File: src/tct_pkg.sv
// Shared types and constants of the touch contact tracker.
package tct_pkg;

    localparam int MAX_CONTACTS = 16;
    localparam int SLOT_W       = (MAX_CONTACTS > 1) ? $clog2(MAX_CONTACTS) : 1;
    localparam int CNT_W        = $clog2(MAX_CONTACTS + 1);
    localparam int PREC_W       = 15;

    localparam logic [PREC_W-1:0] PREC_RESET = PREC_W'(4);

    localparam logic       REQ_PURGE   = 1'b1;
    localparam logic [1:0] KIND_UP     = 2'd2;
    localparam logic [1:0] KIND_CANCEL = 2'd3;

    typedef enum logic [2:0] {
        ST_UPDATED  = 3'd0,
        ST_KEPT     = 3'd1,
        ST_INSERTED = 3'd2,
        ST_DROPPED  = 3'd3,
        ST_PURGED   = 3'd4
    } t_status;

    typedef enum logic [1:0] {
        S_IDLE,
        S_RUN,
        S_FIN
    } t_state;

    typedef struct packed {
        logic               req_type;
        logic [15:0]        contact_id;
        logic [1:0]         event_kind;
        logic signed [15:0] pos_x;
        logic signed [15:0] pos_y;
    } t_in_item;

    typedef struct packed {
        logic [2:0]         status;
        logic [3:0]         slot;
        logic signed [15:0] held_x;
        logic signed [15:0] held_y;
        logic [1:0]         held_kind;
        logic [4:0]         removed_count;
        logic [4:0]         active_count;
    } t_out_item;

    // query travelling along the row of cells
    typedef struct packed {
        logic              vld;
        logic              purge;
        logic [15:0]       id;
        logic [1:0]        kind;
        logic [15:0]       x;
        logic [15:0]       y;
        logic              found;
        logic              upd;
        logic [SLOT_W-1:0] slot;
        logic [15:0]       hx;
        logic [15:0]       hy;
        logic [1:0]        hk;
        logic              free_ok;
        logic [SLOT_W-1:0] free_slot;
        logic [CNT_W-1:0]  removed;
        logic [CNT_W-1:0]  active;
    } t_pkt;

    // insert broadcast to all cells
    typedef struct packed {
        logic              en;
        logic [SLOT_W-1:0] slot;
        logic [15:0]       id;
        logic [1:0]        kind;
        logic [15:0]       x;
        logic [15:0]       y;
    } t_wr;

endpackage

File: src/tct_ctrl.sv
// Sequencer: injects queries, finishes inserts and holds the result beat.
module tct_ctrl import tct_pkg::*; (
    input  logic      i_clk,
    input  logic      i_rst_n,
    input  logic      i_in_valid,
    output logic      o_in_stall,
    input  t_in_item  i_in_data,
    output logic      o_out_valid,
    input  logic      i_out_stall,
    output t_out_item o_out_data,
    output t_pkt      o_inj,
    input  t_pkt      i_tail,
    output t_wr       o_wr
);

    t_state    r_state;
    t_state    n_state;
    t_pkt      r_res;
    logic      r_out_vld;
    t_out_item r_out;
    t_out_item n_out;

    logic      accept;
    logic      out_free;
    logic      fin_go;
    logic      ins;

    assign out_free = !r_out_vld || !i_out_stall;
    assign accept   = i_in_valid && !o_in_stall;
    assign ins      = !r_res.purge && !r_res.found && r_res.free_ok;

    always_comb begin
        n_state = r_state;
        unique case (r_state)
            S_IDLE:  if (accept) n_state = S_RUN;
            S_RUN:   if (i_tail.vld) n_state = S_FIN;
            S_FIN:   if (out_free) n_state = S_IDLE;
            default: n_state = S_IDLE;
        endcase
    end

    always_comb begin
        o_in_stall = (r_state != S_IDLE);
        fin_go     = (r_state == S_FIN) && out_free;
    end

    always_comb begin
        o_inj           = '0;
        o_inj.vld       = accept;
        o_inj.purge     = (i_in_data.req_type == REQ_PURGE);
        o_inj.id        = i_in_data.contact_id;
        o_inj.kind      = i_in_data.event_kind;
        o_inj.x         = i_in_data.pos_x;
        o_inj.y         = i_in_data.pos_y;

        o_wr      = '0;
        o_wr.en   = fin_go && ins;
        o_wr.slot = r_res.free_slot;
        o_wr.id   = r_res.id;
        o_wr.kind = r_res.kind;
        o_wr.x    = r_res.x;
        o_wr.y    = r_res.y;
    end

    always_comb begin
        n_out              = '0;
        n_out.active_count = 5'(r_res.active + CNT_W'(ins));
        priority if (r_res.purge) begin
            n_out.status        = ST_PURGED;
            n_out.removed_count = 5'(r_res.removed);
        end else if (r_res.found) begin
            n_out.status    = r_res.upd ? ST_UPDATED : ST_KEPT;
            n_out.slot      = 4'(r_res.slot);
            n_out.held_x    = r_res.hx;
            n_out.held_y    = r_res.hy;
            n_out.held_kind = r_res.hk;
        end else if (r_res.free_ok) begin
            n_out.status    = ST_INSERTED;
            n_out.slot      = 4'(r_res.free_slot);
            n_out.held_x    = r_res.x;
            n_out.held_y    = r_res.y;
            n_out.held_kind = r_res.kind;
        end else begin
            n_out.status = ST_DROPPED;
        end
    end

    always_ff @(posedge i_clk) begin
        if (!i_rst_n) begin
            r_state   <= S_IDLE;
            r_out_vld <= 1'b0;
        end else begin
            r_state <= n_state;
            if (fin_go) begin
                r_out_vld <= 1'b1;
            end else if (!i_out_stall) begin
                r_out_vld <= 1'b0;
            end
        end
    end

    always_ff @(posedge i_clk) begin
        if (r_state == S_RUN && i_tail.vld) begin
            r_res <= i_tail;
        end
        if (fin_go) begin
            r_out <= n_out;
        end
    end

    assign o_out_valid = r_out_vld;
    assign o_out_data  = r_out;

endmodule

File: config.mk
export PLATFORM = sky130hd
export DESIGN_NAME = tct_ctrl
export DESIGN_NICKNAME = d
export VERILOG_FILES = /design/src/tct_pkg.sv /design/src/tct_ctrl.sv
export SDC_FILE = /design/constraint.sdc
export NUM_CORES = 1
export LEC_CHECK = 0
export ABC_CLOCK_PERIOD_IN_PS = 7100
export BUFFER_PORTS_ARGS = -buffer_cell sky130_fd_sc_hd__buf_2
export CAP_MARGIN = 40
export CELL_PAD_IN_SITES_DETAIL_PLACEMENT = 0
export CELL_PAD_IN_SITES_GLOBAL_PLACEMENT = 1
export CORE_AREA = 5 5 145 147
export CTS_CLUSTER_SIZE = 40
export DETAILED_ROUTE_END_ITERATION = 8
export DIE_AREA = 0 0 150 152
export PLACE_DENSITY = 0.89
export SLEW_MARGIN = 20
export SYNTH_ARGS = -nofsm -noshare
export SYNTH_HDL_FRONTEND = slang
export SYNTH_SLANG_ARGS = --single-unit
export TNS_END_PERCENT = 10
File: constraint.sdc
create_clock -name i_clk -period 7.1 [get_ports i_clk]
set_input_delay 0.71 -clock i_clk [delete_from_list [all_inputs] [get_ports i_clk]]
set_output_delay 0.71 -clock i_clk [all_outputs]
set_load 0.01 [all_outputs]
==> run metrics, run 1 <==
sw power=0.478 mW; number of H-tree levels=4; fin crit share=35.4%; floorplan core area=19800 sq um; post-synthesis mux area share=0%; number of search-and-repair iterations in the first detailed-routing pass=4; cell types occupying the most area after synthesis=sky130_fd_sc_hd__edfxtp_1 (71%), sky130_fd_sc_hd__buf_4 (18%), sky130_fd_sc_hd__a22o_1 (5.0%); total placed cells including tap cells=779; HPWL after detailed placement=10000 um; via count of the first global-routing pass=3392; path category of the worst min-delay check=in2reg; area fraction of the dominant cell type after synthesis=70.9%; number of flip-flops and latches in the synthesized netlist=160; number of distinct library cells after synthesis=27; maximum ir drop on the vdd rail=0.145 mV; remaining global-route overflow=0; Setup TNS=0 ns; number of placed I/O pins=377; number of DRC violations after detailed-routing iteration 0=139; Die Wd=150 um; Final Skew=0.00726 ns; clock group share of total power=43.5%; switching share of total power=22.9%; maximum clock path buffer count=2; share of total power in sequential cells=51.6%; clock latency at the later pin of the worst-skew pair=0.41 ns; Leak Pwr=3.10 nW; share of layout cells above drive strength 1=49.1%; vertical die dimension=152 um; Total Nets Final=693; global placer's final weighted congestion=0.769; Routed Antenna Nets=0; mean number of vias per cell=4.01; initial cell density of the core=33.6%; CP endpoint kind=output pin; Area growth, synth to finish=15.6%; critical path arrival=1.81 ns; number of sinks on the clock net=160; cell type with the largest total area after synthesis=sky130_fd_sc_hd__edfxtp_1; detailed-route via count=3266; cts bufs inserted=17; worst slew slack as a fraction of its limit=52.1%; first-pass GRT wire length=20200 um; Worst setup SP type=flip-flop; Mapped Area=6650 sq um; FMAX=397 MHz; Die Footprint=22800 sq um; Worst-Margin Slew=0.719 ns; sequential cell area fraction in the yosys report=71.8%; share of the synthesized area in compound gates (AO/OA/AOI/OAI)=5.50%; final max-slew violation count=0; simple-gate area share of the yosys netlist=2.24%; setup repair after global routing missed its margin=false; number of port buffers=219; antenna violations before repair=5; result of the run=finished, final reports clean; clock period minus final worst setup slack=2.52 ns; Routed WL=13500 um; DRC violation count after routing=0; critical path data required time=6.39 ns; TritonCTS clock tree=yes; xor and xnor fraction of the mapped netlist area=0.395%; number of setup buffers added after CTS=0; power density of the placed cells=272 nW/um^2; Hold Vio Cnt, Final=0; number of endpoints failing setup at the final stage=0; P_int=1.61 mW; fill count=1870; warnings from Yosys=0; cell count after synthesis=401; number of cells upsized or downsized after cts=0; CP max FO=10; fraction of power consumed by combinational cells=4.9%; Maximum Capacitance Violations=0; Row Count=52; share of synthesized cell area in full adder, half adder and majority cells=0.376%; pin count of the biggest net entering global routing=65; post-synthesis area per instance=16.6 sq um; Setup CP Type=reg2out; buffer type at the clock tree root=sky130_fd_sc_hd__clkbuf_16; detailed-route wire length per cell=16.5 um; clock-pin slew reported for the worst setup and hold paths after clock tree synthesis=0.07 ns; GRT Resource Usage Total=11.9%; dominant combinational cell family by area after synthesis=buffers and inverters; Final Non-Filler Cells=815; number of hold buffers added after cts=0
-- path summary, 6_finish.rpt --
kind                                              start                 endpoint  slack (ns)  cells past startpoint
worst max-delay path               r_res[105]$_DFFE_PP_                 o_wr[54]        4.58                      3
worst min-delay path                         i_tail[19]      r_res[19]$_DFFE_PP_        0.47                      1
worst max register to register     r_res[105]$_DFFE_PP_  o_out_data[4]$_DFFE_PP_        5.14                      5
worst min register to register  r_state[0]$_SDFFE_PN0P_  r_state[0]$_SDFFE_PN0P_        0.52                      2
-- cells in the final DEF, fill, tap and decap left out, types with 2 or more instances in the layout --
cell,instances
sky130_fd_sc_hd__a21boi_0,2
sky130_fd_sc_hd__a22o_1,38
sky130_fd_sc_hd__and2_2,5
sky130_fd_sc_hd__buf_16,2
sky130_fd_sc_hd__buf_2,219
sky130_fd_sc_hd__buf_4,3
sky130_fd_sc_hd__clkbuf_16,17
sky130_fd_sc_hd__clkinv_4,2
sky130_fd_sc_hd__clkinvlp_4,3
sky130_fd_sc_hd__conb_1,55
sky130_fd_sc_hd__dfxtp_1,3
sky130_fd_sc_hd__diode_2,3
sky130_fd_sc_hd__edfxtp_1,157
sky130_fd_sc_hd__ha_1,2
sky130_fd_sc_hd__inv_6,4
sky130_fd_sc_hd__inv_8,4
sky130_fd_sc_hd__nand2b_1,4
sky130_fd_sc_hd__nand3_1,2
sky130_fd_sc_hd__nor2_1,2
sky130_fd_sc_hd__xnor2_1,2
-- power groups by stage --
stage	Clock (mW)	Sequential, mW	Combinational (mW)
6_report	0.909	1.08	0.103
3_3_place_gp	0	1.10	0.0987
4_1_cts	0.936	1.08	0.103
3_5_place_dp	0	1.10	0.102
2_1_floorplan	0	1.10	0.110
5_1_grt	0.985	1.08	0.114
-- Yosys cell counts --
cell type / number
sky130_fd_sc_hd__and3b_1: 1
sky130_fd_sc_hd__a21boi_0: 2
sky130_fd_sc_hd__edfxtp_1: 157
sky130_fd_sc_hd__nand3_1: 2
sky130_fd_sc_hd__nor3b_4: 1
sky130_fd_sc_hd__nand2_1: 1
sky130_fd_sc_hd__nor2b_2: 1
sky130_fd_sc_hd__nand2b_1: 4
sky130_fd_sc_hd__buf_8: 1
sky130_fd_sc_hd__xor2_1: 1
sky130_fd_sc_hd__a22o_1: 38
sky130_fd_sc_hd__nor2_1: 2
sky130_fd_sc_hd__buf_2: 1
sky130_fd_sc_hd__ha_1: 2
sky130_fd_sc_hd__a21oi_1: 2
sky130_fd_sc_hd__buf_4: 161
sky130_fd_sc_hd__dfxtp_1: 3
sky130_fd_sc_hd__nand3b_1: 1
sky130_fd_sc_hd__inv_1: 2
sky130_fd_sc_hd__nor2b_1: 1
sky130_fd_sc_hd__nand4b_1: 1
sky130_fd_sc_hd__or2_2: 1
sky130_fd_sc_hd__buf_6: 6
sky130_fd_sc_hd__conb_1: 1
sky130_fd_sc_hd__and2_2: 5
sky130_fd_sc_hd__xnor2_1: 2
sky130_fd_sc_hd__a211oi_1: 1
-- flip-flops by register name (all words and copies together), names as in the netlist --
register / cells
o_wr: 54
r_res: 52
r_state: 2
o_out_data: 51
o_out_valid: 1
-- worst max-delay path, cell delays in order, from the launching register on --
cell,delay [ns]
sky130_fd_sc_hd__edfxtp_1,0.56
sky130_fd_sc_hd__nor3b_4,0.49
sky130_fd_sc_hd__and3b_1,0.22
sky130_fd_sc_hd__buf_2,0.13
-- through the flow --
stage	total power, mW	utilization [%]	setup slack, ns	hold WS, ns	area [sq um]
after floorplan	1.21	-	3.40	0.472	6850
final	2.09	38.8	4.58	0.465	7680
after CTS	2.12	38.7	4.51	0.436	7650
after global routing	2.18	38.8	4.45	0.427	7680
after detailed placement	1.20	35.7	4.54	0.508	7060
after global placement	1.20	35.5	4.56	0.497	7030
-- logic make-up after synthesis --
group                    Yosys count
adder cells (fa/ha/maj)            2
other                              1
XOR/XNOR                           3
AND/OR/NAND/NOR                   21
buffers and inverters            171
AO/OA/AOI/OAI                     43
flip-flops                       160
-- area by class of cell --
| type | instances | area [sq um] | area share [%] |
|---|---|---|---|
| clock buffers | 17 | 425 | 5.54 |
| inverters | 2 | 10.0 | 0.130 |
| clock inverters | 15 | 166 | 2.17 |
| well taps | 270 | 338 | 4.40 |
| multi-input cells | 124 | 788 | 10.3 |
| flip-flops and latches | 160 | 4770 | 62.1 |
| diodes | 3 | 7.51 | 0.0977 |
| repair buffers | 224 | 1170 | 15.3 |
-- per-layer routing --
metal | routed length, um | vias to the layer above | track usage [%] | part of all wire [%]
met5 | 47 | - | 0 | 0.35
met2 | 6620 | 185 | 18.9 | 49
met1 | 4860 | 1536 | 13.0 | 36
li1 | - | 1507 | - | -
met3 | 1710 | 32 | 7.21 | 13
met4 | 238 | 6 | 4.49 | 1.8
No activity file was read; power rests on OpenSTA's default activity.
==> inputs of run 2 (changes only) <==
--- a/config.mk
+++ b/config.mk
@@ -5,15 +5,15 @@
 export SDC_FILE = /design/constraint.sdc
 export NUM_CORES = 1
 export LEC_CHECK = 0
-export ABC_CLOCK_PERIOD_IN_PS = 7100
+export ABC_CLOCK_PERIOD_IN_PS = 2600
 export BUFFER_PORTS_ARGS = -buffer_cell sky130_fd_sc_hd__buf_2
 export CAP_MARGIN = 40
 export CELL_PAD_IN_SITES_DETAIL_PLACEMENT = 0
 export CELL_PAD_IN_SITES_GLOBAL_PLACEMENT = 1
-export CORE_AREA = 5 5 145 147
+export CORE_MARGIN = 5
+export CORE_UTILIZATION = 34
 export CTS_CLUSTER_SIZE = 40
 export DETAILED_ROUTE_END_ITERATION = 8
-export DIE_AREA = 0 0 150 152
 export PLACE_DENSITY = 0.89
 export SLEW_MARGIN = 20
 export SYNTH_ARGS = -nofsm -noshare
==> constraint.sdc (replaced) <==
create_clock -name i_clk -period 2.6 [get_ports i_clk]
set_input_delay 0.26 -clock i_clk [delete_from_list [all_inputs] [get_ports i_clk]]
set_output_delay 0.26 -clock i_clk [all_outputs]
set_load 0.01 [all_outputs]
==> run metrics, run 2 (synthesized netlist as in run 1, its figures left out) <==
Area growth, synth to finish=21.9%; share of the core filled with cells=41.9% (+3.1 points); finished layout cell area=8100 sq um (+5.5%); fraction of power consumed by combinational cells=5.7% (+0.8 points); P_int=4.68 mW (+190%); buffer type at the clock tree root=sky130_fd_sc_hd__clkbuf_16; critical path data required time=2.34 ns (-4.05 ns); critical path arrival=2.06 ns (+0.25 ns); Crit Reg-Reg Endpoint=o_out_data[4]$_DFFE_PP_; number of port buffers=219 (unchanged); antenna violations before repair=10 (+5); HPWL after detailed placement=10400 um (+4.1%); maximum clock path buffer count=2 (unchanged); Total Nets Final=735 (+6.1%); maximum ir drop on the vdd rail=0.381 mV (+160%); first-pass GRT wire length=21000 um (+4.1%); mean number of vias per cell=4.18 (+4.4%); power density of the placed cells=722 nW/um^2 (+170%); CP endpoint kind=output pin; Maximum Capacitance Violations=0 (unchanged); CP max FO=39 (+29); number of DRC violations after detailed-routing iteration 0=102 (-27%); DRC violation count after routing=0 (unchanged); FMAX=431 MHz; Hold Vio Cnt, Final=0 (unchanged); Worst-Margin Slew=0.534 ns (-0.185 ns); initial cell density of the core=34.4% (+0.77 points); Leak Pwr=3.28 nW (+5.8%); Hold Path Sink=r_res[22]$_DFFE_PP_; Post-Place Cell Area=7060 sq um (about the same); Die Wd=150 um (-0.12%); fin crit share=89.2%; setup repair after global routing missed its margin=false; vertical die dimension=150 um (-1.4%); number of cells upsized or downsized after cts=0 (unchanged); worst setup path startpoint=r_res[105]$_DFFE_PP_; fill count=1731 (-7.4%); path category of the worst min-delay check=in2reg; total power draw=5.85 mW (+180%); number of flip-flops under the largest register name=54 (unchanged); Row Count=51 (-1.9%); Routed Antenna Nets=0 (unchanged); global placer's final weighted congestion=0.778 (+1.2%); Multi-input gate area=788 sq um (unchanged); share of layout cells above drive strength 1=44.9% (-4.2 points); GRT Resource Usage Total=12.6% (+0.72 points); sw power=1.17 mW (+140%); origin of the critical flop-to-flop path=r_res[105]$_DFFE_PP_; Worst Reg-to-Reg Cells=5 (unchanged); floorplan core area=19300 sq um (-2.2%); clock group share of total power=44.0% (+0.5 points); Setup TNS=0 ns (unchanged); pin count of the biggest net entering global routing=59 (-9.2%); TritonCTS clock tree=yes; via count of the first global-routing pass=3756 (+11%); Die Footprint=22400 sq um (-1.5%); result of the run=finished, final reports clean; number of endpoints failing setup at the final stage=0 (unchanged); Reg area=4770 sq um (unchanged); number of sinks on the clock net=160 (unchanged); detailed-route via count=3559 (+9.0%); remaining global-route overflow=0 (unchanged); number of cells on the worst hold path=1 (unchanged); Worst R2R Setup Slack=0.94 ns (-4.20 ns); share of total power in sequential cells=50.4% (-1.2 points); clock-pin slew reported for the worst setup and hold paths after clock tree synthesis=0.06 ns (about the same); most frequent standard cell in the layout excluding fill and tap cells=sky130_fd_sc_hd__buf_2; switching share of total power=19.9% (-2.9 points); clock period minus final worst setup slack=2.32 ns; clock latency at the later pin of the worst-skew pair=0.41 ns (about the same); detailed-route wire length per cell=17.2 um (+3.7%); final max-slew violation count=0 (unchanged); commonest non-fill, non-tap cells in the layout=sky130_fd_sc_hd__buf_2 (219), sky130_fd_sc_hd__edfxtp_1 (157), sky130_fd_sc_hd__conb_1 (55); Setup CP Type=reg2out; Routed WL=14600 um (+8.3%); cts bufs inserted=17 (unchanged); number of placed I/O pins=377 (unchanged); Final Skew=0.00798 ns (+0.000720 ns); number of H-tree levels=4 (unchanged); Worst setup SP type=flip-flop; worst slew slack as a fraction of its limit=64.4% (+12 points); min-delay src=i_tail[22]; tightest hold margin=0.0213 ns (-0.444 ns); number of search-and-repair iterations in the first detailed-routing pass=5 (+1)
[run 2: metrics by stage]
| step | setup WS [ns] | instances |
|---|---|---|
| floorplan | -0.403 | 455 |
| global placement | 0.728 | 775 |
| detailed placement | 0.677 | 775 |
| CTS | 0.205 | 849 |
| global route | 0.123 | 851 |
| finish | 0.280 | 851 |
[run 2: final cells by class]
type	instances	share of cell area, %
sequential	160	58.9
timing repair buffer	266	19.5
multi-input combinational	124	9.73
clock buffer	19	5.34
tap	265	4.09
clock inverter	13	2.25
inverter	2	0.124
antenna	2	0.0618
[run 2: what timing repair did]
action | 4_1_cts | 5_1_grt
hold endpoints to repair | 42 | 0
hold buffers | 42 | 0
setup buffers | 0 | 0
[run 2: worst max-delay path: stages (launching register included)]
cell,delay (ns)
sky130_fd_sc_hd__edfxtp_1,0.54
sky130_fd_sc_hd__nor3b_4,0.26
sky130_fd_sc_hd__buf_4,0.45
sky130_fd_sc_hd__and3b_1,0.26
sky130_fd_sc_hd__buf_2,0.14
[run 2: power groups by stage]
stage	sequential (mW)	clock, mW	combinational (mW)
2_1_floorplan	3.01	0	0.301
3_3_place_gp	3.00	0	0.271
3_5_place_dp	3.00	0	0.279
4_1_cts	2.95	2.62	0.330
5_1_grt	2.95	2.74	0.362
6_report	2.95	2.57	0.332
[run 2: routing by layer]
| metal | part of all wire [%] | vias to the layer above | track usage [%] | wire, um |
|---|---|---|---|---|
| met1 | 31 | 1676 | 11.7 | 4490 |
| met4 | 4.7 | 16 | 7.04 | 691 |
| li1 | - | 1582 | - | - |
| met3 | 11 | 81 | 6.21 | 1540 |
| met5 | 0.66 | - | 0 | 97 |
| met2 | 53 | 204 | 22.4 | 7790 |
[run 2: worst max path at each step]
stage                        endpoint  slack, ns
floorplan           o_wr[0]$_DFFE_PP_      -0.40
global placement             o_wr[54]       0.73
detailed placement           o_wr[54]       0.68
CTS                          o_wr[54]       0.21
global route                 o_wr[54]       0.12
finish                       o_wr[54]       0.28
