`src/tct_pkg.sv`:
```
// Shared types and constants of the touch contact tracker.
package tct_pkg;

    localparam int MAX_CONTACTS = 16;
    localparam int SLOT_W       = (MAX_CONTACTS > 1) ? $clog2(MAX_CONTACTS) : 1;
    localparam int CNT_W        = $clog2(MAX_CONTACTS + 1);
    localparam int PREC_W       = 15;

    localparam logic [PREC_W-1:0] PREC_RESET = PREC_W'(4);

    localparam logic       REQ_PURGE   = 1'b1;
    localparam logic [1:0] KIND_UP     = 2'd2;
    localparam logic [1:0] KIND_CANCEL = 2'd3;

    typedef enum logic [2:0] {
        ST_UPDATED  = 3'd0,
        ST_KEPT     = 3'd1,
        ST_INSERTED = 3'd2,
        ST_DROPPED  = 3'd3,
        ST_PURGED   = 3'd4
    } t_status;

    typedef enum logic [1:0] {
        S_IDLE,
        S_RUN,
        S_FIN
    } t_state;

    typedef struct packed {
        logic               req_type;
        logic [15:0]        contact_id;
        logic [1:0]         event_kind;
        logic signed [15:0] pos_x;
        logic signed [15:0] pos_y;
    } t_in_item;

    typedef struct packed {
        logic [2:0]         status;
        logic [3:0]         slot;
        logic signed [15:0] held_x;
        logic signed [15:0] held_y;
        logic [1:0]         held_kind;
        logic [4:0]         removed_count;
        logic [4:0]         active_count;
    } t_out_item;

    // query travelling along the row of cells
    typedef struct packed {
        logic              vld;
        logic              purge;
        logic [15:0]       id;
        logic [1:0]        kind;
        logic [15:0]       x;
        logic [15:0]       y;
        logic              found;
        logic              upd;
        logic [SLOT_W-1:0] slot;
        logic [15:0]       hx;
        logic [15:0]       hy;
        logic [1:0]        hk;
        logic              free_ok;
        logic [SLOT_W-1:0] free_slot;
        logic [CNT_W-1:0]  removed;
        logic [CNT_W-1:0]  active;
    } t_pkt;

    // insert broadcast to all cells
    typedef struct packed {
        logic              en;
        logic [SLOT_W-1:0] slot;
        logic [15:0]       id;
        logic [1:0]        kind;
        logic [15:0]       x;
        logic [15:0]       y;
    } t_wr;

endpackage

```
`src/tct_cell.sv`:
```
// One table slot: holds an entry and processes the passing query.
module tct_cell import tct_pkg::*; (
    input  logic              i_clk,
    input  logic              i_rst_n,
    input  logic [SLOT_W-1:0] i_idx,
    input  logic [PREC_W-1:0] i_prec,
    input  t_wr               i_wr,
    input  t_pkt              i_pkt,
    output t_pkt              o_pkt
);

    logic        r_valid;
    logic [15:0] r_id;
    logic [1:0]  r_kind;
    logic [15:0] r_x;
    logic [15:0] r_y;
    t_pkt        r_pkt;

    t_pkt        n_pkt;
    logic        match;
    logic        free;
    logic        purge_hit;
    logic        upd;
    logic        ins;
    logic [16:0] dx;
    logic [16:0] dy;
    logic [16:0] ax;
    logic [16:0] ay;

    always_comb begin
        dx        = {r_x[15], r_x} - {i_pkt.x[15], i_pkt.x};
        dy        = {r_y[15], r_y} - {i_pkt.y[15], i_pkt.y};
        ax        = dx[16] ? (17'd0 - dx) : dx;
        ay        = dy[16] ? (17'd0 - dy) : dy;
        upd       = (r_kind != i_pkt.kind) || (i_prec == '0) ||
                    (ax > {2'b00, i_prec}) || (ay > {2'b00, i_prec});
        match     = i_pkt.vld && !i_pkt.purge && r_valid && (r_id == i_pkt.id) &&
                    !i_pkt.found;
        free      = i_pkt.vld && !i_pkt.purge && !r_valid && !i_pkt.free_ok;
        purge_hit = i_pkt.vld && i_pkt.purge && r_valid &&
                    ((r_kind == KIND_UP) || (r_kind == KIND_CANCEL));
        ins       = i_wr.en && (i_wr.slot == i_idx);
    end

    always_comb begin
        n_pkt = i_pkt;
        if (match) begin
            n_pkt.found = 1'b1;
            n_pkt.upd   = upd;
            n_pkt.slot  = i_idx;
            n_pkt.hx    = upd ? i_pkt.x : r_x;
            n_pkt.hy    = upd ? i_pkt.y : r_y;
            n_pkt.hk    = upd ? i_pkt.kind : r_kind;
        end
        if (free) begin
            n_pkt.free_ok   = 1'b1;
            n_pkt.free_slot = i_idx;
        end
        n_pkt.removed = i_pkt.removed + CNT_W'(purge_hit);
        n_pkt.active  = i_pkt.active + CNT_W'(r_valid && !purge_hit);
    end

    always_ff @(posedge i_clk) begin
        if (!i_rst_n) begin
            r_valid <= 1'b0;
        end else if (ins) begin
            r_valid <= 1'b1;
        end else if (purge_hit) begin
            r_valid <= 1'b0;
        end
    end

    always_ff @(posedge i_clk) begin
        if (ins) begin
            r_id   <= i_wr.id;
            r_kind <= i_wr.kind;
            r_x    <= i_wr.x;
            r_y    <= i_wr.y;
        end else if (match && upd) begin
            r_kind <= i_pkt.kind;
            r_x    <= i_pkt.x;
            r_y    <= i_pkt.y;
        end
    end

    always_ff @(posedge i_clk) begin
        if (!i_rst_n) begin
            r_pkt <= '0;
        end else begin
            r_pkt <= n_pkt;
        end
    end

    assign o_pkt = r_pkt;

endmodule

```
`config.mk`:
```
export PLATFORM = sky130hd
export DESIGN_NAME = tct_cell
export DESIGN_NICKNAME = d
export VERILOG_FILES = /design/src/tct_pkg.sv /design/src/tct_cell.sv
export SDC_FILE = /design/constraint.sdc
export NUM_CORES = 1
export LEC_CHECK = 0
export BUFFER_PORTS_ARGS = -buffer_cell sky130_fd_sc_hd__buf_2
export CAP_MARGIN = 20
export CORE_UTILIZATION = 52
export DETAILED_ROUTE_END_ITERATION = 6
export PLACE_DENSITY = 0.83
export SLEW_MARGIN = 20
export SYNTH_ARGS = -nofsm -noshare
export SYNTH_HDL_FRONTEND = slang
export SYNTH_SLANG_ARGS = --single-unit
```
`constraint.sdc`:
```
create_clock -name i_clk -period 7.8 [get_ports i_clk]
set_input_delay 0.39 -clock i_clk [delete_from_list [all_inputs] [get_ports i_clk]]
set_output_delay 0.39 -clock i_clk [all_outputs]
set_load 0.02 [all_outputs]
```
==> run_results.csv, run 1 <==
group,metric,value,unit
floorplanning,core,0.0174,mm2
synth,netlist_area,0.00926,mm2
synth,yosysTopAreaCellShare,0.234,
setup_path,crit_path_max_incr_delay,0.47,ns
placement,placed_cells,1496,
cells_and_area,drive_above_1_share,0.294,
sta,hold_viol,0,
synth,yosysMostFrequentCell,"dfxtp_1",
status,outcome,"complete, no violations",
detailed_routing,drt_wl_total,28800,um
sta,drv_slew,0,
clock_tree,ctsRootBufferMaster,"clkbuf_16",
synth,synth.area.mux_share,0.0199,
setup_path,path_max_fanout,33,
clock_tree,cts_tree,"built",
synth,ys_ff_latch,158,
setup_path,end_kind,"flop",
clock_tree,clkTransAtPathRegs,0.07,ns
synth,yosys.area.top_type,"dfxtp_1",
clock_tree,insertion_delay,0.44,ns
synth,async_reset_ff_frac,0,
synth,yosys-top-cells-count,"dfxtp_1 (108), o21ai_0 (87), nor2_1 (85)",
synth,synth_fp_nets,1273,
synth,synth_top_family_by_area,"compound AO/OA/AOI/OAI gates",
synth,syn_inst,1020,
clock_tree,ctsHoldBuffers,0,
sta,fin_setup_tns,0,ns
pwr,p_per_area,205,mW/mm2
placement,dp_hpwl,21800,um
floorplanning,rows,48,
synth,synthSimpleGateAreaFrac,0.142,
grt,grt_pass1_vias,8485,
floorplanning,fp.dieH,135,um
placement,numPortBuffers,289,
synth,ys_seq_area_frac,0.396,
synth,synthTopCellsByArea,"dfxtp_1 (23%), edfxtp_1 (16%), ha_1 (9.2%)",
clock_tree,cts_sinks,158,
min_path,hold_path_class,"primary input to flop",
sta,fmax,0.168,GHz
floorplanning,die-area,0.0183,mm2
detailed_routing,drt-wirelength-per-cell,18.8,um
placement,place_congestion,0.984,
synth,synthAdderAreaFrac,0.0962,
cells_and_area,fill_cells,1388,
sta,fin_skew,0.00765,ns
sta,period_share,0.761,
clock_tree,cts_resized,0,
setup_path,reg2reg_from,"r_y[0]$_DFFE_PP_",
synth,synth-edff-count,50,
synth,synth_xor_area_frac,0.0709,
sta,hold_ws,0.124,ns
detailed_routing,drtIter0Drc,725,
detailed_routing,drcViolationCount,0,
setup_path,start_kind,"flop",
setup_path,crit_start,"r_y[0]$_DFFE_PP_",
setup_path,crit_chain,"inv_1 -> ha_1 -> inv_1 -> fa_1 -> a21o_1 -> a21oi_1 -> xnor2_1 -> nand3_1 -> nor4b_1 -> and2_1 -> a21oi_1 -> xor2_1 -> ha_1 -> nand4_1 -> nor4_1 -> nor3_1 -> a221o_1 -> a21oi_1 -> o211ai_1 -> or2_4 -> nor2_1 -> o21bai_4 -> buf_4",
synth,ys.flop_type,"dfxtp_1",
setup_path,critPathSlowestCell,"or2_4",
grt,grt_pass1_wl,43800,um
setup_path,arrival,6.11,ns
sta,max-slew-margin-rel,0.272,
floorplanning,initial_core_util,0.533,
cells_and_area,fin_nets,1543,
detailed_routing,vias,8844,
grt,antenna_found_initial,2,
cells_and_area,syn_to_final_growth,23.3,%
flow_run,maxCapViolations,0,
sta,setup_viol,0,
floorplanning,pin_count,290,
detailed_routing,vias_per_cell,5.78,
clock_tree,numCtsBuffers,17,
clock_tree,post_cts_buffers,0,
grt,grt_max_degree,83,
synth,synth_warnings,0,
clock_tree,clk_path_buf_depth,2,
setup_path,critical_path_class,"flop to flop",
min_path,worstHoldStart,"i_wr[39]",
grt,grt_usage,0.312,
detailed_routing,postRouteAntennaNets,0,
setup_path,worst_path_most_repeated_cell,"a21oi_1",
clock_tree,cts_htree_levels,4,
pwr,p_leak,5.22,nW
sta,min_period,5.94,ns
cells_and_area,final_cells,1530,
detailed_routing,firstDrtPassIters,5,
synth,synth_compound_area_frac,0.223,
grt,overflow,0,
pwr,peakVddDrop,151,uV
setup_path,cp.required,7.98,ns
floorplanning,die_w,135,um
synth,yosysUniqueCellTypes,71,
sta,rsz0062_at_grt,"false",
sta,tightest_slew,1.07,ns
synth,syn_avg_cell_area,9.08,um2
## worst max-delay path, delay by kind of cell (launching register included)
| family | cells | cell delay [ns] |
|---|---|---|
| flops | 1 | 0.38 |
| compound gates | 7 | 1.43 |
| xor+xnor | 2 | 0.39 |
| fa+ha+maj | 3 | 0.86 |
| buf+inv | 3 | 0.38 |
| simple gates | 8 | 2.20 |
## registers in the layout, summed over array words and instances (netlist names)
signal	cells
o_pkt	107
r_id	16
r_kind	2
r_valid	1
r_x	16
r_y	16
## report_power, final
group	switching, W	internal [W]
Clock	0.000378	0.000452
Combinational	0.000372	0.000233
Sequential	0.0000140	0.000888
## layer usage
metal | part of all wire | track usage
met1 | 0.40 | 0.371
met2 | 0.51 | 0.554
met3 | 0.063 | 0.0464
met4 | 0.034 | 0.135
met5 | 0 | 0
## cell usage in the layout, fill, tap and decap left out, types with 18 or more instances in the layout
cell	count
ha_1	68
nand2_1	71
dfxtp_1	108
o21ai_0	87
and2_1	33
nand3_1	18
o21ai_2	30
xor2_1	40
inv_1	64
edfxtp_1	50
nor2_1	84
a21o_1	18
a21oi_1	72
buf_2	289
xnor2_1	35
a31oi_1	38
## worst paths after layout
path,to,slack (ns),cells after the start
worst max register to register,r_y[3]$_DFFE_PP_,1.86,23
worst max-delay path,r_y[3]$_DFFE_PP_,1.86,23
worst min-delay path,r_id[5]$_DFFE_PP_,0.12,1
worst min register to register,o_pkt[25]$_SDFF_PN0_,0.59,2
## through the flow
step	power, W	setup slack, ns	util	area (um2)
after floorplan	0.00134	2.00	-	9260
after global placement	0.00150	2.00	0.624	10800
after detailed placement	0.00151	1.80	0.624	10800
after CTS	0.00233	1.88	0.658	11400
after global routing	0.00243	1.46	0.658	11400
final	0.00234	1.86	0.658	11400
## cell type report
type	count	area (um2)	area share
clock inverter	14	148	0.0129
inverter	64	240	0.0210
antenna	2	5.00	0.000438
multi-input combinational	750	5130	0.449
clock buffer	18	429	0.0376
tap	225	282	0.0247
sequential	158	3660	0.321
timing repair buffer	299	1520	0.133
## cells by family after synthesis
family	after synthesis
flip-flops	158
AO/OA/AOI/OAI	317
buffers and inverters	112
multiplexers	16
AND/OR/NAND/NOR	272
adder cells (fa/ha/maj)	70
XOR/XNOR	75
Note: power is estimated with default switching activity, not from simulation.
==> inputs of run 2 (changes only) <==
clock period = 5.6 ns   (was 7.8 ns; I/O delays follow)
==> run 2 against run 1 <==
First-iteration DRC count decreased by 18%. Non-clock buffer count grew 10. Count of clock-buffer cells in the layout shrank 1. Total power up 41%. Combinational power rose by 45%. Die area did not move. Critical endpoint is now r_x[10]$_DFFE_PP_.
==> run_results.csv, run 2 (same netlist as run 1, synthesis figures left out) <==
group,metric,value,unit
cells_and_area,syn_to_final_growth,25.2,%
setup_path,path_max_fanout,20,
setup_path,cp.required,5.78,ns
sta,tightest_slew,0.981,ns
clock_tree,cts_tree,"built",
placement,place_congestion,1.01,
grt,grt_pass1_vias,8723,
placement,dp_hpwl,22400,um
setup_path,path_buf_inv,3,
pwr,p_leak,5.29,nW
sta,fin_skew,0.0140,ns
sta,hold_viol,0,
floorplanning,pin_count,290,
cells_and_area,largest_reg_flops,107,
flow_run,maxCapViolations,0,
cells_and_area,final_common_cell,"buf_2",
status,outcome,"complete, no violations",
floorplanning,die_w,135,um
clock_tree,ctsRootBufferMaster,"clkbuf_16",
detailed_routing,drt_wl_total,29700,um
setup_path,crit_path_max_incr_delay,0.39,ns
clock_tree,clk_path_buf_depth,2,
floorplanning,die-area,0.0183,mm2
cells_and_area,mostFrequentLayoutCells,"buf_2 (289), dfxtp_1 (108), o21ai_0 (86), nor2_1 (83)",
detailed_routing,drtIter0Drc,596,
pwr,peakVddDrop,222,uV
pwr,p_per_area,284,mW/mm2
cells_and_area,final_cells,1539,
detailed_routing,vias,8945,
setup_path,critical_path_class,"flop to flop",
grt,antenna_found_initial,1,
clock_tree,insertion_delay,0.44,ns
setup_path,critPathSlowestCell,"edfxtp_1",
floorplanning,initial_core_util,0.533,
placement,numPortBuffers,289,
detailed_routing,postRouteAntennaNets,0,
setup_path,start_kind,"flop",
floorplanning,core,0.0174,mm2
cells_and_area,drive_above_1_share,0.305,
sta,period_share,0.926,
floorplanning,rows,48,
clock_tree,ctsHoldBuffers,0,
placement,placed_cells,1503,
sta,max-slew-margin-rel,0.341,
sta,fmax,0.193,GHz
setup_path,end_kind,"flop",
clock_tree,cts_htree_levels,4,
sta,drv_slew,0,
clock_tree,clkTransAtPathRegs,0.08,ns
detailed_routing,vias_per_cell,5.81,
grt,grt_max_degree,82,
setup_path,crit_chain,"inv_1 -> ha_1 -> inv_1 -> fa_1 -> a21o_1 -> a221oi_4 -> a211oi_1 -> xor2_1 -> a211oi_2 -> nand4b_1 -> nand2_1 -> xnor2_1 -> ha_1 -> o21a_1 -> nor2_1 -> nor3_1 -> a221o_1 -> a21oi_1 -> o211ai_1 -> or2_4 -> nor2_2 -> o21bai_4 -> buf_16",
grt,overflow,0,
sta,min_period,5.19,ns
pwr,total_power,0.00329,W
floorplanning,fp.dieH,135,um
detailed_routing,drcViolationCount,0,
grt,grt_pass1_wl,45400,um
setup_path,arrival,5.37,ns
clock_tree,cts_sinks,158,
detailed_routing,firstDrtPassIters,5,
detailed_routing,drt-wirelength-per-cell,19.3,um
grt,grt_usage,0.325,
min_path,hold_path_class,"primary input to flop",
clock_tree,numCtsBuffers,17,
sta,setup_viol,0,
cells_and_area,fin_nets,1553,
setup_path,path_delay_family,"compound AO/OA/AOI/OAI gates",
==> run 2: cell types whose count changed in the layout (fill, tap and decap cells not counted), sizes merged <==
cell,change
buf,+10
diode,-1
clkbuf,-1
bufinv,-1
clkinv,+3
inv,-1
==> run 2: path summary, 6_finish.rpt <==
kind | startpoint | endpoint | slack (ns) | cells past startpoint
hold reg to reg | r_y[0]$_DFFE_PP_ | o_pkt[17]$_SDFF_PN0_ | 0.59 | 2
setup / recovery | r_y[0]$_DFFE_PP_ | r_x[10]$_DFFE_PP_ | 0.41 | 23
hold / removal | i_wr[46] | r_id[12]$_DFFE_PP_ | 0.01 | 1
setup reg to reg | r_y[0]$_DFFE_PP_ | r_x[10]$_DFFE_PP_ | 0.41 | 23
==> run 2: worst register-to-register path, delay by kind of cell (launching register included) <==
| family | cells | cell delay, ns |
|---|---|---|
| compound gates | 9 | 2.00 |
| xor+xnor | 2 | 0.34 |
| fa+ha+maj | 3 | 0.82 |
| buf+inv | 3 | 0.35 |
| flops | 1 | 0.39 |
| simple gates | 6 | 1.04 |
==> run 2: metal layers <==
layer  GRT usage  part of all wire  vias to the layer above
met3      0.0535             0.062                       97
met1       0.369              0.39                     4215
met5           0                 0                        -
met2       0.575              0.50                      416
li1            -                 -                     4217
met4       0.187             0.049                        0
==> run 2: layout make-up <==
cell class,instances,area [um2]
fillers,1419,5760
multi-input cells,750,5160
flip-flops and latches,158,3660
repair buffers,309,1650
clock buffers,17,425
well taps,225,282
inverters,64,240
clock inverters,15,166
diodes,1,2.50
==> run 2: per-stage QoR <==
step | TNS, ns | worst slack [ns] | hold WS [ns] | util | instance area (um2)
6_report | 0 | 0.414 | 0.0130 | 0.668 | 11600
5_1_grt | -0.0138 | -0.00542 | 0.000868 | 0.668 | 11600
4_1_cts | 0 | 0.00593 | 0.00187 | 0.662 | 11500
3_5_place_dp | 0 | 0.0317 | 0.458 | 0.628 | 10900
3_3_place_gp | 0 | 0.161 | 0.457 | 0.628 | 10900
2_1_floorplan | 0 | 0.546 | 0.379 | - | 9260
==> run 2: report_power, final <==
| part | internal [W] | total (W) | switching, W | leakage [nW] |
|---|---|---|---|---|
| clock network | 0.000599 | 0.00116 | 0.000560 | 0.282 |
| registers | 0.00124 | 0.00126 | 0.0000190 | 1.35 |
| logic | 0.000348 | 0.000878 | 0.000531 | 3.66 |
==> run 2: repair_timing <==
item	4_1_cts	5_1_grt
pin swaps	1	2
gates resized for setup	0	8
endpoints found under the setup margin	26	67
buffers inserted	0	1
==> inputs of run 3 (changes only) <==
PLACE_DENSITY = unset   (was 0.83)
PLACE_DENSITY_LB_ADDON = 0.3   (was unset)
==> run 3 against run 2 <==
Largest cell class unchanged. Critical path type unchanged. Cell count about the same. Critical path depth did not move. Flip-flop and latch count unchanged. Wire length down 2.9%. Core utilization decreased by 0.29 points. Via count decreased by 2.9%. Total power is 0.58% lower. Worst hold slack better by 0.0040 ns. Register-to-register slack got worse by 0.07 ns. Sequential power hardly changed.
==> run_results.csv, run 3 (same netlist as run 1, synthesis figures left out) <==
group,metric,value,unit
sta,fin_skew,0.0136,ns
floorplanning,initial_core_util,0.533,
floorplanning,die_w,135,um
grt,grtUsageMet2,0.559,
detailed_routing,drcViolationCount,0,
sta,rsz0062_at_grt,"false",
setup_path,rr_endpoint,"o_pkt[18]$_SDFF_PN0_",
detailed_routing,drtIter0Drc,511,
setup_path,r2r_setup_slack,0.34,ns
grt,grt_use_met3,0.0576,
grt,grt_pass1_wl,43500,um
flow_run,maxCapViolations,0,
placement,dp_hpwl,21700,um
cells_and_area,final_common_cell,"buf_2",
grt,grt_usage,0.310,
clock_tree,clk_path_buf_depth,2,
grt,antenna_found_initial,1,
clock_tree,ctsRootBufferMaster,"clkbuf_16",
min_path,worstHoldStart,"i_wr[36]",
min_path,hold_path_class,"primary input to flop",
cells_and_area,syn_to_final_growth,24.7,%
detailed_routing,vias_per_cell,5.65,
min_path,hold_path_depth,1,
sta,drv_slew,0,
setup_path,path_max_fanout,32,
pwr,peakVddDrop,212,uV
cells_and_area,final_util,0.665,
cells_and_area,drive_above_1_share,0.303,
pwr,internal_power,0.00220,W
clock_tree,insertion_delay,0.44,ns
grt,grt_max_degree,61,
sta,hold_viol,0,
clock_tree,clkTransAtPathRegs,0.07,ns
pwr,clockPowerShare,0.354,
sta,fin_setup_tns,0,ns
grt,overflow,0,
cells_and_area,stdcell_area,0.0115,mm2
pwr,p_per_area,284,mW/mm2
clock_tree,cts_htree_levels,4,
cells_and_area,multi_input_area,0.00515,mm2
detailed_routing,firstDrtPassIters,5,
sta,period_share,0.939,
placement,numPortBuffers,289,
setup_path,arrival,5.57,ns
detailed_routing,postRouteAntennaNets,0,
clock_tree,cts_tree,"built",
grt,grt_most_used_layer,"met2",
cells_and_area,fill_cells,1419,
detailed_routing,vias,8685,
clock_tree,cts_sinks,158,
floorplanning,rows,48,
setup_path,crit_chain,"inv_1 -> ha_1 -> inv_1 -> fa_1 -> a21o_1 -> a21oi_1 -> xnor2_1 -> nand3_1 -> nor4b_2 -> and2_1 -> a21oi_1 -> xor2_1 -> ha_1 -> nand4_1 -> nor4_2 -> nor3_1 -> a221o_1 -> a21oi_1 -> o211ai_1 -> or2_4 -> buf_4 -> o21ai_0 -> a21oi_1",
setup_path,cp.required,5.92,ns
cells_and_area,regArea,0.00366,mm2
pwr,p_leak,5.28,nW
setup_path,start_kind,"flop",
setup_path,critPathSlowestCell,"fa_1",
sta,setup_viol,0,
grt,grt_pass1_vias,8278,
setup_path,worst_path_most_repeated_cell,"a21oi_1",
floorplanning,core,0.0174,mm2
floorplanning,pin_count,290,
pwr,power_frac_seq,0.384,
cells_and_area,fin_nets,1552,
sta,fmax,0.190,GHz
sta,min_period,5.26,ns
cells_and_area,mostFrequentLayoutCells,"buf_2 (289), dfxtp_1 (108), o21ai_0 (87), nor2_1 (83), a21oi_1 (72)",
floorplanning,fp.dieH,135,um
setup_path,critical_path_class,"flop to flop",
min_path,min_to,"r_id[2]$_DFFE_PP_",
grt,grtUsageMet1,0.364,
detailed_routing,drt-wirelength-per-cell,18.7,um
pwr,p_sw,0.00107,W
cells_and_area,final_cells,1538,
floorplanning,die-area,0.0183,mm2
placement,placed_cells,1503,
placement,place_congestion,0.937,
clock_tree,numCtsBuffers,17,
status,outcome,"complete, no violations",
pwr,p_sw_frac,0.327,
placement,dpl_cell_area,0.0109,mm2
setup_path,crit_path_max_incr_delay,0.40,ns
setup_path,reg2reg_from,"r_y[0]$_DFFE_PP_",
detailed_routing,drt_wl_total,28800,um
setup_path,rr_worst_depth,23,
setup_path,end_kind,"flop",
pwr,pwr-share-comb,0.262,
clock_tree,ctsHoldBuffers,0,
cells_and_area,largest_reg_flops,107,
sta,tightest_slew,0.904,ns
sta,max-slew-margin-rel,0.397,
-- run 3: area by class of cell --
type	instances	share of cell area
Multi-Input combinational cell	750	0.446
Tap cell	225	0.0244
Antenna cell	1	0.000217
Inverter	64	0.0208
Clock buffer	18	0.0372
Timing Repair Buffer	308	0.141
Clock inverter	14	0.0124
Sequential cell	158	0.317
-- run 3: power groups by stage --
stage,Combinational [W],Sequential [W],Clock [W]
2_1_floorplan,0.000531,0.00133,0
3_3_place_gp,0.000822,0.00128,0
3_5_place_dp,0.000836,0.00128,0
4_1_cts,0.000842,0.00126,0.00116
5_1_grt,0.000934,0.00126,0.00121
6_report,0.000857,0.00126,0.00116
-- run 3: worst max path at each step --
stage               depth (start not counted)        startpoint  slack, ns                   end
CTS                                        23  r_y[0]$_DFFE_PP_       0.14      r_y[4]$_DFFE_PP_
global route                               25  r_y[0]$_DFFE_PP_       0.02  o_pkt[17]$_SDFF_PN0_
detailed placement                         23  r_y[0]$_DFFE_PP_       0.19      r_y[7]$_DFFE_PP_
floorplan                                  22  r_y[0]$_DFFE_PP_       0.55   r_kind[0]$_DFFE_PP_
global placement                           23  r_y[0]$_DFFE_PP_       0.31     r_y[10]$_DFFE_PP_
finish                                     23  r_y[0]$_DFFE_PP_       0.34  o_pkt[18]$_SDFF_PN0_
-- run 3: repair_timing --
item | CTS | global route
resized for setup | 0 | 4
buffers inserted | 0 | 1
setup endpoints to repair | 0 | 66
hold endpoints to repair | 0 | 0
-- run 3: worst max-delay path, delay by kind of cell (launching register included) --
family / cells / cell delay, ns
compound gates: 8 / 1.55
xor+xnor: 2 / 0.36
fa+ha+maj: 3 / 0.87
buf+inv: 3 / 0.45
flops: 1 / 0.39
simple gates: 7 / 1.50
-- run 3: layer usage --
metal | share of wire | wire length [um]
met4 | 0.023 | 667
met2 | 0.51 | 14700
met3 | 0.056 | 1600
met1 | 0.41 | 11800
met5 | 0 | 0
-- run 3: metrics by stage --
stage / setup WS (ns) / power, W / hold WS [ns]
final: 0.341 / 0.00327 / 0.0171
after global routing: 0.0234 / 0.00340 / 0.00216
after CTS: 0.143 / 0.00326 / 0.0101
after detailed placement: 0.188 / 0.00212 / 0.458
after global placement: 0.313 / 0.00210 / 0.457
after floorplan: 0.546 / 0.00186 / 0.379
